`src/rtl/cbm_pkg.sv`:
```
// Shared types, codes and constants of the cartridge bank mapper.
package cbm_pkg;

   // Default sizes of the bank number fields
   localparam int CBM_ROM_BANK_BITS = 9;
   localparam int CBM_RAM_BANK_BITS = 4;

   localparam int ROM_ADDR_W = 23;
   localparam int RAM_ADDR_W = 17;

   // Special bus addresses and data values
   localparam logic [15:0] BOOT_OFF_ADDR  = 16'hFF50;
   localparam logic [7:0]  RAM_ENABLE_KEY = 8'h0A;
   localparam logic [3:0]  RAM_ENABLE_NIB = 4'hA;
   localparam logic [7:0]  OPEN_BUS_BYTE  = 8'hFF;
   localparam logic [7:0]  M2_NIBBLE_FILL = 8'hF0;

   // Clock register select values (RAM bank register on mapper3)
   localparam logic [7:0] CLK_REG_SECONDS = 8'h08;
   localparam logic [7:0] CLK_REG_MINUTES = 8'h09;
   localparam logic [7:0] CLK_REG_HOURS   = 8'h0A;
   localparam logic [7:0] CLK_REG_DAYS_LO = 8'h0B;
   localparam logic [7:0] CLK_REG_CONTROL = 8'h0C;

   typedef enum logic [1:0] {
      KIND_M1 = 2'd0,
      KIND_M2 = 2'd1,
      KIND_M3 = 2'd2,
      KIND_M5 = 2'd3
   } kind_type;

   typedef enum logic [1:0] {
      CSR_MAPPER_KIND   = 2'd0,
      CSR_ROM_BANK_MASK = 2'd1,
      CSR_RAM_BANK_MASK = 2'd2,
      CSR_MULTICART     = 2'd3
   } csr_index_type;

   typedef enum logic {
      OP_READ  = 1'b0,
      OP_WRITE = 1'b1
   } opcode_type;

   typedef enum logic [2:0] {
      TGT_NONE     = 3'd0,
      TGT_BOOT_ROM = 3'd1,
      TGT_CART_ROM = 3'd2,
      TGT_EXT_RAM  = 3'd3,
      TGT_CLOCK    = 3'd4,
      TGT_OPEN_BUS = 3'd5
   } target_type;

   // Clock registers, packed so that seconds sit at bits 5:0
   typedef struct packed {
      logic       day_carry;
      logic       halt;
      logic [8:0] days;
      logic [4:0] hours;
      logic [5:0] minutes;
      logic [5:0] seconds;
   } clock_regs_type;

   typedef struct packed {
      logic [8:0]     rom_page;
      logic [7:0]     ram_page;
      logic           ram_enabled;
      logic           bank_mode;
      logic           boot_overlay;
      clock_regs_type live;
      logic [7:0]     latch_last_byte;
      clock_regs_type latched;
   } state_type;

   typedef struct packed {
      kind_type   kind;
      logic [8:0] rom_mask;
      logic [3:0] ram_mask;
      logic       multicart;
   } cfg_type;

   typedef struct packed {
      logic        opcode;
      logic [15:0] address;
      logic [7:0]  data;
   } item_type;

   typedef struct packed {
      target_type              target;
      logic [ROM_ADDR_W-1:0]   rom_address;
      logic [RAM_ADDR_W-1:0]   ram_address;
      logic                    ram_write;
      logic [7:0]              write_data;
      logic [7:0]              read_data;
      logic                    persist_request;
      logic                    subsecond_reset;
   } result_type;

endpackage

```
`src/rtl/cbm_ifs.sv`:
```
// Request and response channel interfaces of the cartridge bank mapper.
interface cbm_req_if;
   logic        valid;
   logic        ready;
   logic        opcode;
   logic [15:0] address;
   logic [7:0]  data;

   modport source (output valid, output opcode, output address, output data, input ready);
   modport sink   (input valid, input opcode, input address, input data, output ready);
endinterface

interface cbm_rsp_if;
   logic        valid;
   logic        ready;
   logic [2:0]  target;
   logic [22:0] rom_address;
   logic [16:0] ram_address;
   logic        ram_write;
   logic [7:0]  write_data;
   logic [7:0]  read_data;
   logic        persist_request;
   logic        subsecond_reset;

   modport source (
      output valid, output target, output rom_address, output ram_address,
      output ram_write, output write_data, output read_data,
      output persist_request, output subsecond_reset, input ready
   );
   modport sink (
      input valid, input target, input rom_address, input ram_address,
      input ram_write, input write_data, input read_data,
      input persist_request, input subsecond_reset, output ready
   );
endinterface

```
`src/rtl/cbm_decode.sv`:
```
// Access decode: address translation and next bank/clock state for one bus word.
module cbm_decode import cbm_pkg::*; (
   input  item_type   item,
   input  cfg_type    cfg,
   input  state_type  state,
   output result_type result,
   output state_type  state_in
);

   logic       wr;
   logic [15:0] a;
   logic [7:0]  d;
   logic        en_write;
   logic        en_on;
   logic        rb_write;
   logic [8:0]  rb_raw;
   logic [8:0]  low_bank;

   always_comb begin
      wr       = (item.opcode == OP_WRITE);
      a        = item.address;
      d        = item.data;
      result   = '0;
      state_in = state;
      en_write = 1'b0;
      en_on    = 1'b0;
      rb_write = 1'b0;
      rb_raw   = state.rom_page;
      low_bank = '0;

      if (!a[15]) begin
         if (wr) begin
            // Control area write
            if (cfg.kind == KIND_M2) begin
               if (!a[14]) begin
                  if (!a[8]) begin
                     en_write = 1'b1;
                     en_on    = (d[3:0] == RAM_ENABLE_NIB);
                  end else begin
                     rb_write = 1'b1;
                     rb_raw   = (d[3:0] != 4'd0) ? {5'd0, d[3:0]} : 9'd1;
                  end
               end
            end else begin
               unique case (a[14:13])
                  2'd0: begin
                     en_write = 1'b1;
                     en_on    = (cfg.kind == KIND_M5) ? (d == RAM_ENABLE_KEY)
                                                      : (d[3:0] == RAM_ENABLE_NIB);
                  end
                  2'd1: begin
                     rb_write = 1'b1;
                     unique case (cfg.kind)
                        KIND_M1: begin
                           if (cfg.multicart)
                              rb_raw = ((d[4:0] != 5'd0) ? {5'd0, d[3:0]} : 9'd1)
                                       | (state.rom_page & 9'h030);
                           else
                              rb_raw = ((d[4:0] != 5'd0) ? {4'd0, d[4:0]} : 9'd1)
                                       | (state.rom_page & 9'h060);
                        end
                        KIND_M3: rb_raw = (d[6:0] != 7'd0) ? {2'd0, d[6:0]} : 9'd1;
                        KIND_M5: begin
                           if (!a[12])
                              rb_raw = {state.rom_page[8], d};
                           else
                              rb_raw = {d[0], state.rom_page[7:0]};
                        end
                        default: rb_raw = state.rom_page;
                     endcase
                  end
                  2'd2: begin
                     unique case (cfg.kind)
                        KIND_M1: begin
                           state_in.ram_page = {6'd0, d[1:0]};
                           rb_write = 1'b1;
                           if (cfg.multicart)
                              rb_raw = {3'd0, d[1:0], state.rom_page[3:0]};
                           else
                              rb_raw = {2'd0, d[1:0], state.rom_page[4:0]};
                        end
                        KIND_M3: state_in.ram_page = d;
                        KIND_M5: state_in.ram_page = {4'd0, d[3:0]};
                        default: state_in.ram_page = state.ram_page;
                     endcase
                  end
                  default: begin
                     if (cfg.kind == KIND_M1) begin
                        state_in.bank_mode = d[0];
                     end else if (cfg.kind == KIND_M3) begin
                        // Latch the live clock on a zero-to-one sequence
                        if (state.latch_last_byte == 8'd0 && d == 8'd1)
                           state_in.latched = state.live;
                        state_in.latch_last_byte = d;
                     end
                  end
               endcase
            end
         end else if (!a[14]) begin
            // Low ROM window, with boot overlay over the first page
            if (state.boot_overlay && a[13:8] == 6'd0) begin
               result.target      = TGT_BOOT_ROM;
               result.rom_address = {15'd0, a[7:0]};
            end else begin
               if (cfg.kind == KIND_M1 && state.bank_mode)
                  low_bank = state.rom_page & (cfg.multicart ? 9'h030 : 9'h060);
               result.target      = TGT_CART_ROM;
               result.rom_address = {low_bank, a[13:0]};
            end
         end else begin
            result.target      = TGT_CART_ROM;
            result.rom_address = {state.rom_page, a[13:0]};
         end
      end else if (a[15:13] == 3'b101) begin
         // External RAM window
         if (!state.ram_enabled) begin
            result.target    = TGT_OPEN_BUS;
            result.read_data = OPEN_BUS_BYTE;
         end else if (cfg.kind == KIND_M3 && state.ram_page >= CLK_REG_SECONDS
                      && state.ram_page <= CLK_REG_CONTROL) begin
            result.target = TGT_CLOCK;
            if (wr) begin
               unique case (state.ram_page)
                  CLK_REG_SECONDS: begin
                     state_in.live.seconds  = d[5:0];
                     result.subsecond_reset = 1'b1;
                  end
                  CLK_REG_MINUTES: state_in.live.minutes = d[5:0];
                  CLK_REG_HOURS:   state_in.live.hours   = d[4:0];
                  CLK_REG_DAYS_LO: state_in.live.days    = {state.live.days[8], d};
                  default: begin
                     state_in.live.days[8]   = d[0];
                     state_in.live.halt      = d[6];
                     state_in.live.day_carry = d[7];
                  end
               endcase
            end else begin
               unique case (state.ram_page)
                  CLK_REG_SECONDS: result.read_data = {2'd0, state.latched.seconds};
                  CLK_REG_MINUTES: result.read_data = {2'd0, state.latched.minutes};
                  CLK_REG_HOURS:   result.read_data = {3'd0, state.latched.hours};
                  CLK_REG_DAYS_LO: result.read_data = state.latched.days[7:0];
                  default: result.read_data = {state.latched.day_carry,
                                               state.latched.halt, 5'd0,
                                               state.latched.days[8]};
               endcase
            end
         end else begin
            result.target = TGT_EXT_RAM;
            if (cfg.kind == KIND_M2)
               result.ram_address = {8'd0, a[8:0]};
            else if (cfg.kind == KIND_M1 && !state.bank_mode)
               result.ram_address = {4'd0, a[12:0]};
            else
               result.ram_address = {state.ram_page[3:0] & cfg.ram_mask, a[12:0]};
            if (wr) begin
               result.ram_write  = 1'b1;
               result.write_data = (cfg.kind == KIND_M2) ? (d | M2_NIBBLE_FILL) : d;
            end
         end
      end else if (wr && a == BOOT_OFF_ADDR) begin
         state_in.boot_overlay = 1'b0;
      end

      // Apply RAM enable change, flag a save when enabled RAM turns off
      if (en_write) begin
         result.persist_request = state.ram_enabled && !en_on;
         state_in.ram_enabled   = en_on;
      end

      // Cut every new ROM bank by the mask
      if (rb_write)
         state_in.rom_page = rb_raw & cfg.rom_mask;
   end

endmodule

```
`src/rtl/cbm_state_regs.sv`:
```
// Bank, enable, boot overlay and clock registers of the cartridge bank mapper.
module cbm_state_regs import cbm_pkg::*; #(
   parameter int ROM_BANK_BITS = CBM_ROM_BANK_BITS
) (
   input  logic      clock,
   input  logic      reset,
   input  logic      update,
   input  state_type state_in,
   output state_type state
);

   logic [ROM_BANK_BITS-1:0] rom_page_ff;
   logic [7:0]               ram_page_ff;
   logic                     ram_enabled_ff;
   logic                     bank_mode_ff;
   logic                     boot_overlay_ff;
   clock_regs_type           live_ff;
   logic [7:0]               latch_last_byte_ff;
   clock_regs_type           latched_ff;

   // Take the decoded next state when a word leaves the input register
   always_ff @(posedge clock) begin
      if (reset) begin
         rom_page_ff        <= ROM_BANK_BITS'(1);
         ram_page_ff        <= '0;
         ram_enabled_ff     <= 1'b0;
         bank_mode_ff       <= 1'b0;
         boot_overlay_ff    <= 1'b1;
         live_ff            <= '0;
         latch_last_byte_ff <= '0;
         latched_ff         <= '0;
      end else if (update) begin
         rom_page_ff        <= state_in.rom_page[ROM_BANK_BITS-1:0];
         ram_page_ff        <= state_in.ram_page;
         ram_enabled_ff     <= state_in.ram_enabled;
         bank_mode_ff       <= state_in.bank_mode;
         boot_overlay_ff    <= state_in.boot_overlay;
         live_ff            <= state_in.live;
         latch_last_byte_ff <= state_in.latch_last_byte;
         latched_ff         <= state_in.latched;
      end
   end

   always_comb begin
      state.rom_page        = 9'(rom_page_ff);
      state.ram_page        = ram_page_ff;
      state.ram_enabled     = ram_enabled_ff;
      state.bank_mode       = bank_mode_ff;
      state.boot_overlay    = boot_overlay_ff;
      state.live            = live_ff;
      state.latch_last_byte = latch_last_byte_ff;
      state.latched         = latched_ff;
   end

endmodule

```
`src/rtl/cartridge_bank_mapper_unit.sv`:
```
// Cartridge bank mapper for mapper families 1 (with multicart wiring), 2, 3 and 5: each
// bus word passes an input register, one decode stage and an output register, so a
// result is decoded from the input register and offered from the output register;
// one word is taken every cycle while the response side keeps up. The bank, enable and
// clock registers are read and updated by that single decode stage, so each word sees the
// effect of the word before it. The response register holds a result while the sink
// stalls and the input register keeps taking words as long as the result moves on. Write
// the configuration registers only while no word is in flight.
module cartridge_bank_mapper_unit import cbm_pkg::*; #(
   parameter int ROM_BANK_BITS = CBM_ROM_BANK_BITS,
   parameter int RAM_BANK_BITS = CBM_RAM_BANK_BITS
) (
   input  logic       clock,
   input  logic       reset,
   cbm_req_if.sink    req_bus,
   cbm_rsp_if.source  rsp_bus,
   input  logic       csr_write_enable,
   input  logic [1:0] csr_index,
   input  logic [8:0] csr_write_data
);

   kind_type                 kind_ff;
   logic [ROM_BANK_BITS-1:0] rom_mask_ff;
   logic [RAM_BANK_BITS-1:0] ram_mask_ff;
   logic                     multicart_ff;

   logic       in_valid_ff;
   item_type   item_ff;
   logic       out_valid_ff;
   result_type result_ff;

   logic       out_free;
   logic       advance;
   logic       accept;
   cfg_type    cfg;
   state_type  state;
   state_type  state_in;
   result_type result_in;

   // Configuration registers
   always_ff @(posedge clock) begin
      if (reset) begin
         kind_ff      <= KIND_M1;
         rom_mask_ff  <= ROM_BANK_BITS'(1);
         ram_mask_ff  <= '0;
         multicart_ff <= 1'b0;
      end else if (csr_write_enable) begin
         unique case (csr_index_type'(csr_index))
            CSR_MAPPER_KIND:   kind_ff      <= kind_type'(csr_write_data[1:0]);
            CSR_ROM_BANK_MASK: rom_mask_ff  <= csr_write_data[ROM_BANK_BITS-1:0];
            CSR_RAM_BANK_MASK: ram_mask_ff  <= csr_write_data[RAM_BANK_BITS-1:0];
            default:           multicart_ff <= csr_write_data[0];
         endcase
      end
   end

   always_comb begin
      cfg.kind      = kind_ff;
      cfg.rom_mask  = 9'(rom_mask_ff);
      cfg.ram_mask  = 4'(ram_mask_ff);
      cfg.multicart = multicart_ff;
   end

   // Handshake: advance when the output register is free or being drained
   assign out_free      = !out_valid_ff || rsp_bus.ready;
   assign advance       = in_valid_ff && out_free;
   assign req_bus.ready = !in_valid_ff || advance;
   assign accept        = req_bus.valid && req_bus.ready;

   always_ff @(posedge clock) begin
      if (reset) begin
         in_valid_ff  <= 1'b0;
         out_valid_ff <= 1'b0;
      end else begin
         if (req_bus.ready)
            in_valid_ff <= req_bus.valid;
         if (out_free)
            out_valid_ff <= advance;
      end
   end

   // Payload registers: hold the input word and the finished result
   always_ff @(posedge clock) begin
      if (accept) begin
         item_ff.opcode  <= req_bus.opcode;
         item_ff.address <= req_bus.address;
         item_ff.data    <= req_bus.data;
      end
      if (advance)
         result_ff <= result_in;
   end

   cbm_decode u_decode (
      .item     (item_ff),
      .cfg      (cfg),
      .state    (state),
      .result   (result_in),
      .state_in (state_in)
   );

   cbm_state_regs #(
      .ROM_BANK_BITS (ROM_BANK_BITS)
   ) u_state_regs (
      .clock    (clock),
      .reset    (reset),
      .update   (advance),
      .state_in (state_in),
      .state    (state)
   );

   // Drive the response channel from the output register
   assign rsp_bus.valid           = out_valid_ff;
   assign rsp_bus.target          = result_ff.target;
   assign rsp_bus.rom_address     = result_ff.rom_address;
   assign rsp_bus.ram_address     = result_ff.ram_address;
   assign rsp_bus.ram_write       = result_ff.ram_write;
   assign rsp_bus.write_data      = result_ff.write_data;
   assign rsp_bus.read_data       = result_ff.read_data;
   assign rsp_bus.persist_request = result_ff.persist_request;
   assign rsp_bus.subsecond_reset = result_ff.subsecond_reset;

endmodule

```
`src/flat_wrapper.sv`:
```
// flat-port wrapper written by rule: the top's interface ports become plain ports
module cartridge_bank_mapper_unit_flat import cbm_pkg::*;
#(
   parameter int ROM_BANK_BITS = CBM_ROM_BANK_BITS,
   parameter int RAM_BANK_BITS = CBM_RAM_BANK_BITS
)
  (clock, reset, csr_write_enable, csr_index, csr_write_data, req_bus_valid, req_bus_opcode, req_bus_address, req_bus_data, req_bus_ready, rsp_bus_valid, rsp_bus_target, rsp_bus_rom_address, rsp_bus_ram_address, rsp_bus_ram_write, rsp_bus_write_data, rsp_bus_read_data, rsp_bus_persist_request, rsp_bus_subsecond_reset, rsp_bus_ready);
  cbm_req_if req_bus_i ();
  cbm_rsp_if rsp_bus_i ();
  input  logic clock;
  input  logic reset;
  input  logic csr_write_enable;
  input  logic [1:0] csr_index;
  input  logic [8:0] csr_write_data;
  input wire logic [$bits(req_bus_i.valid)-1:0] req_bus_valid;
  input wire logic [$bits(req_bus_i.opcode)-1:0] req_bus_opcode;
  input wire logic [$bits(req_bus_i.address)-1:0] req_bus_address;
  input wire logic [$bits(req_bus_i.data)-1:0] req_bus_data;
  output wire logic [$bits(req_bus_i.ready)-1:0] req_bus_ready;
  output wire logic [$bits(rsp_bus_i.valid)-1:0] rsp_bus_valid;
  output wire logic [$bits(rsp_bus_i.target)-1:0] rsp_bus_target;
  output wire logic [$bits(rsp_bus_i.rom_address)-1:0] rsp_bus_rom_address;
  output wire logic [$bits(rsp_bus_i.ram_address)-1:0] rsp_bus_ram_address;
  output wire logic [$bits(rsp_bus_i.ram_write)-1:0] rsp_bus_ram_write;
  output wire logic [$bits(rsp_bus_i.write_data)-1:0] rsp_bus_write_data;
  output wire logic [$bits(rsp_bus_i.read_data)-1:0] rsp_bus_read_data;
  output wire logic [$bits(rsp_bus_i.persist_request)-1:0] rsp_bus_persist_request;
  output wire logic [$bits(rsp_bus_i.subsecond_reset)-1:0] rsp_bus_subsecond_reset;
  input wire logic [$bits(rsp_bus_i.ready)-1:0] rsp_bus_ready;
  assign req_bus_i.valid = req_bus_valid;
  assign req_bus_i.opcode = req_bus_opcode;
  assign req_bus_i.address = req_bus_address;
  assign req_bus_i.data = req_bus_data;
  assign req_bus_ready = req_bus_i.ready;
  assign rsp_bus_valid = rsp_bus_i.valid;
  assign rsp_bus_target = rsp_bus_i.target;
  assign rsp_bus_rom_address = rsp_bus_i.rom_address;
  assign rsp_bus_ram_address = rsp_bus_i.ram_address;
  assign rsp_bus_ram_write = rsp_bus_i.ram_write;
  assign rsp_bus_write_data = rsp_bus_i.write_data;
  assign rsp_bus_read_data = rsp_bus_i.read_data;
  assign rsp_bus_persist_request = rsp_bus_i.persist_request;
  assign rsp_bus_subsecond_reset = rsp_bus_i.subsecond_reset;
  assign rsp_bus_i.ready = rsp_bus_ready;
  cartridge_bank_mapper_unit #(.ROM_BANK_BITS(ROM_BANK_BITS), .RAM_BANK_BITS(RAM_BANK_BITS)) u_core (.clock(clock), .reset(reset), .req_bus(req_bus_i), .rsp_bus(rsp_bus_i), .csr_write_enable(csr_write_enable), .csr_index(csr_index), .csr_write_data(csr_write_data));
endmodule
```
`config.mk`:
```
export PLATFORM = sky130hd
export DESIGN_NAME = cartridge_bank_mapper_unit_flat
export DESIGN_NICKNAME = d
export VERILOG_FILES = /design/src/rtl/cbm_pkg.sv /design/src/rtl/cbm_ifs.sv /design/src/rtl/cbm_decode.sv /design/src/rtl/cbm_state_regs.sv /design/src/rtl/cartridge_bank_mapper_unit.sv /design/src/flat_wrapper.sv
export SDC_FILE = /design/constraint.sdc
export NUM_CORES = 1
export LEC_CHECK = 0
export ABC_AREA = 0
export BUFFER_PORTS_ARGS = -buffer_cell sky130_fd_sc_hd__buf_2
export CAP_MARGIN = 15
export CELL_PAD_IN_SITES_DETAIL_PLACEMENT = 1
export CELL_PAD_IN_SITES_GLOBAL_PLACEMENT = 1
export CORE_ASPECT_RATIO = 1.5
export CORE_MARGIN = 4
export CORE_UTILIZATION = 30
export DETAILED_ROUTE_END_ITERATION = 12
export PLACE_DENSITY_LB_ADDON = 0.1
export SLEW_MARGIN = 30
export SYNTH_ARGS = -nofsm -noshare
export SYNTH_HDL_FRONTEND = slang
export SYNTH_SLANG_ARGS = --single-unit
```
`constraint.sdc`:
```
create_clock -name clock -period 3.2 [get_ports clock]
set_input_delay 0.16 -clock clock [delete_from_list [all_inputs] [get_ports clock]]
set_output_delay 0.16 -clock clock [all_outputs]
set_load 0.005 [all_outputs]
```
==> results.cfg <==
[synthesis]
synth_top_area_cell = edfxtp_1
synthFlopType = dfxtp_1
synthTopCellsByCount = nor2_1, dfxtp_1, edfxtp_1
synth_area_um2 = 7870
yosys.cell_types.count = 59
synthesis.nets = 747
ys_seq_elements = 189
synth_top_area_share_pct = 33.2
ys_top_cells_by_area = edfxtp_1, dfxtp_1, mux2i_1
synth-edff-count = 87
yosysWarnings = 0
synth_most_common_cell = nor2_1
syn_avg_cell_area_um2 = 11.2
syn_inst = 702
synth-seq-area-share_pct = 59.2
synthArstFlopShare_pct = 0

[floorplanning]
start_util_pct = 30.4
dieArea_um2 = 28900
num_rows = 72
ios = 105
coreArea_um2 = 25900
die_x_um = 140
die_h_um = 206

[sta]
fin_crit_sh_pct = 80.4
worst_slew_pin_slew_ns = 0.844
clock_skew_ns = 0.0106
finalSetupViolations = 0
tns_ns = 0
rsz0062_at_grt = false
period_needed_ns = 2.57
max_freq_mhz = 389
slew_headroom_pct = 43.7
finalHoldViolCount = 0
slew_violations = 0

[clock_tree]
cts_buffer_depth = 2
cts_tree = yes
cts_root_buf = clkbuf_16
post_cts_resized = 0
cts-htree-levels = 4
cts.sinks = 189
clk_latency_ns = 0.44
numCtsBuffers = 17
clk_pin_slew_ns = 0.07

[detailed_routing]
wl_met3_um = 739
via_per_inst = 4.80
wl_met2_mm = 12.7
drt-pass1-iter-count = 5
wl_mm = 22.8
antenna_left = 0
drcViolationCount = 0
vias = 5664
routed.top_layer = met4
drt_first_iter_violations = 302
route.layer.met1.wl_mm = 8.75
wl_per_cell_um = 19.4

[critical_path]
worst-endpoint-required_ns = 3.57
reg2regPathDepth = 7
startpoint_type = flop
crit_arrival_ns = 2.95
crit_path_end_kind = flop
r2r_start = u_core.item_ff[22]
rrSetupSlack_ns = 0.63
r2r_end = u_core.u_state_regs.rom_page_ff[0]
path_class = reg -> reg
worstPathMaxFanout = 16

[pwr]
p_per_area_nw_per_um2 = 508
p_leak_nw = 3.74
ir_drop_v = 0.000365

[worst_hold_path]
hold_end = u_core.multicart_ff
worst_hold_startpoint = csr_write_data[0]
min_path_type = in -> reg
hold_depth = 3

[layout]
finish.net_count = 878
n_fill_cell = 2821
finalNonFillerCells = 1179
final_core_util_pct = 37.3
diodes = 0
drive_above_1_share_pct = 20.6
syn2layout_area_growth_pct = 22.5

[global_route]
grt_pass1_vias = 6246
overflow = 0
antenna_found_initial = 0
grt_max_degree = 81
grt_usage_pct = 16.4
grt_pass1_wl_mm = 36.1

[placement]
dp_cells = 1114
dp_hpwl_mm = 16.6
numPortBuffers = 104
place_congestion = 0.790

[outcome]
status = complete, no violations

[flow_run]
cap_violations = 0
-- cells in the final DEF (no fill, tap or decap), types with 3 or more instances in the layout --
cell	instances
o31ai_1	3
a22oi_1	3
and2_1	27
nor2_1	108
nand4_1	7
mux2i_1	84
o22ai_1	4
dlygate4sd3_1	33
ha_1	4
mux4_2	4
o21a_1	4
dfxtp_1	102
a31oi_1	5
nand3b_1	4
nand2b_1	12
nor3_1	9
inv_1	18
a21oi_1	23
nor4_1	6
nand3_1	20
buf_2	104
buf_4	23
inv_6	3
nand2_1	35
nor2b_1	6
inv_4	3
edfxtp_1	87
o21ai_0	20
and3_1	18
clkbuf_16	17
or4_1	5
-- worst max-delay path, stage by stage (launching register included) --
cell and delay (ns):
edfxtp_1 0.65, inv_1 0.13, ha_1 0.53, nand2_1 0.25
nor4b_1 0.34, a211oi_1 0.11, o21ai_0 0.29, a311o_1 0.21
-- power by group --
group	internal (mW)	switching [mW]
Sequential	2.59	0.0432
Clock	1.01	0.956
Combinational	0.120	0.180
Total	3.72	1.18
-- how the worst max path moves through the flow --
stage                                   from                                 end  slack, ns  cells after the start
after detailed placement  u_core.item_ff[22]  u_core.u_state_regs.rom_page_ff[0]       0.62                      7
after CTS                 u_core.item_ff[22]  u_core.u_state_regs.rom_page_ff[0]       0.58                      7
after global placement    u_core.item_ff[22]  u_core.u_state_regs.rom_page_ff[0]       0.67                      7
after floorplan           u_core.item_ff[22]       u_core.u_state_regs.state[42]       0.91                      9
after global routing      u_core.item_ff[22]  u_core.u_state_regs.rom_page_ff[5]       0.32                      6
final                     u_core.item_ff[22]  u_core.u_state_regs.rom_page_ff[0]       0.63                      7
-- timing repair --
item	4_1_cts	5_1_grt
buffers inserted	0	0
hold endpoints to repair	35	0
hold buffers	33	0
-- metal layers --
layer | global-route usage (%) | up-vias
met5 | 0 | -
met4 | 6.54 | 0
met3 | 3.13 | 34
met2 | 31.4 | 109
met1 | 17.5 | 2772
li1 | - | 2749
-- logic make-up (layout without fill, tap and decap cells) --
kind of cell	count (synthesis)	in the layout	synth area share [%]
adders and majority gates	4	4	0.636
AOI/OAI and AO/OA	81	81	6.57
muxes	89	89	12.0
DFF	189	189	59.2
buffers and inverters	67	211	3.86
and+or+nand+nor	272	272	17.8
-- cell type report --
type	instances	area, µm²	area share [%]
timing repair buffer	161	1040	10.8
clock inverter	14	109	1.13
tap	333	417	4.32
sequential	189	4650	48.3
multi-input combinational	446	2920	30.3
clock buffer	18	429	4.45
inverter	18	67.6	0.701
-- sequential cells by signal, summed over array words and instances (netlist names), 8 cells and up --
register and flops:
u_core.u_state_regs.state 56, u_core.item_ff 25, u_core.rsp_bus.rom_address 23, u_core.rsp_bus.ram_address 17, u_core.rom_mask_ff 9, u_core.u_state_regs.rom_page_ff 9, u_core.rsp_bus.read_data 8, u_core.rsp_bus.write_data 8
u_core.u_state_regs.latch_last_byte_ff 8, u_core.u_state_regs.ram_page_ff 8
-- stage by stage --
step / worst slack [ns] / cell area (µm²) / power, mW / hold WS, ns
floorplan: 0.905 / 7870 / 2.81 / 0.259
global placement: 0.668 / 8770 / 2.96 / 0.340
detailed placement: 0.624 / 8770 / 2.96 / 0.339
CTS: 0.578 / 9640 / 4.99 / 0.00544
global route: 0.319 / 9640 / 5.13 / 0.0190
finish: 0.628 / 9640 / 4.90 / 0.0284
No activity file was read; power rests on OpenSTA's default activity.
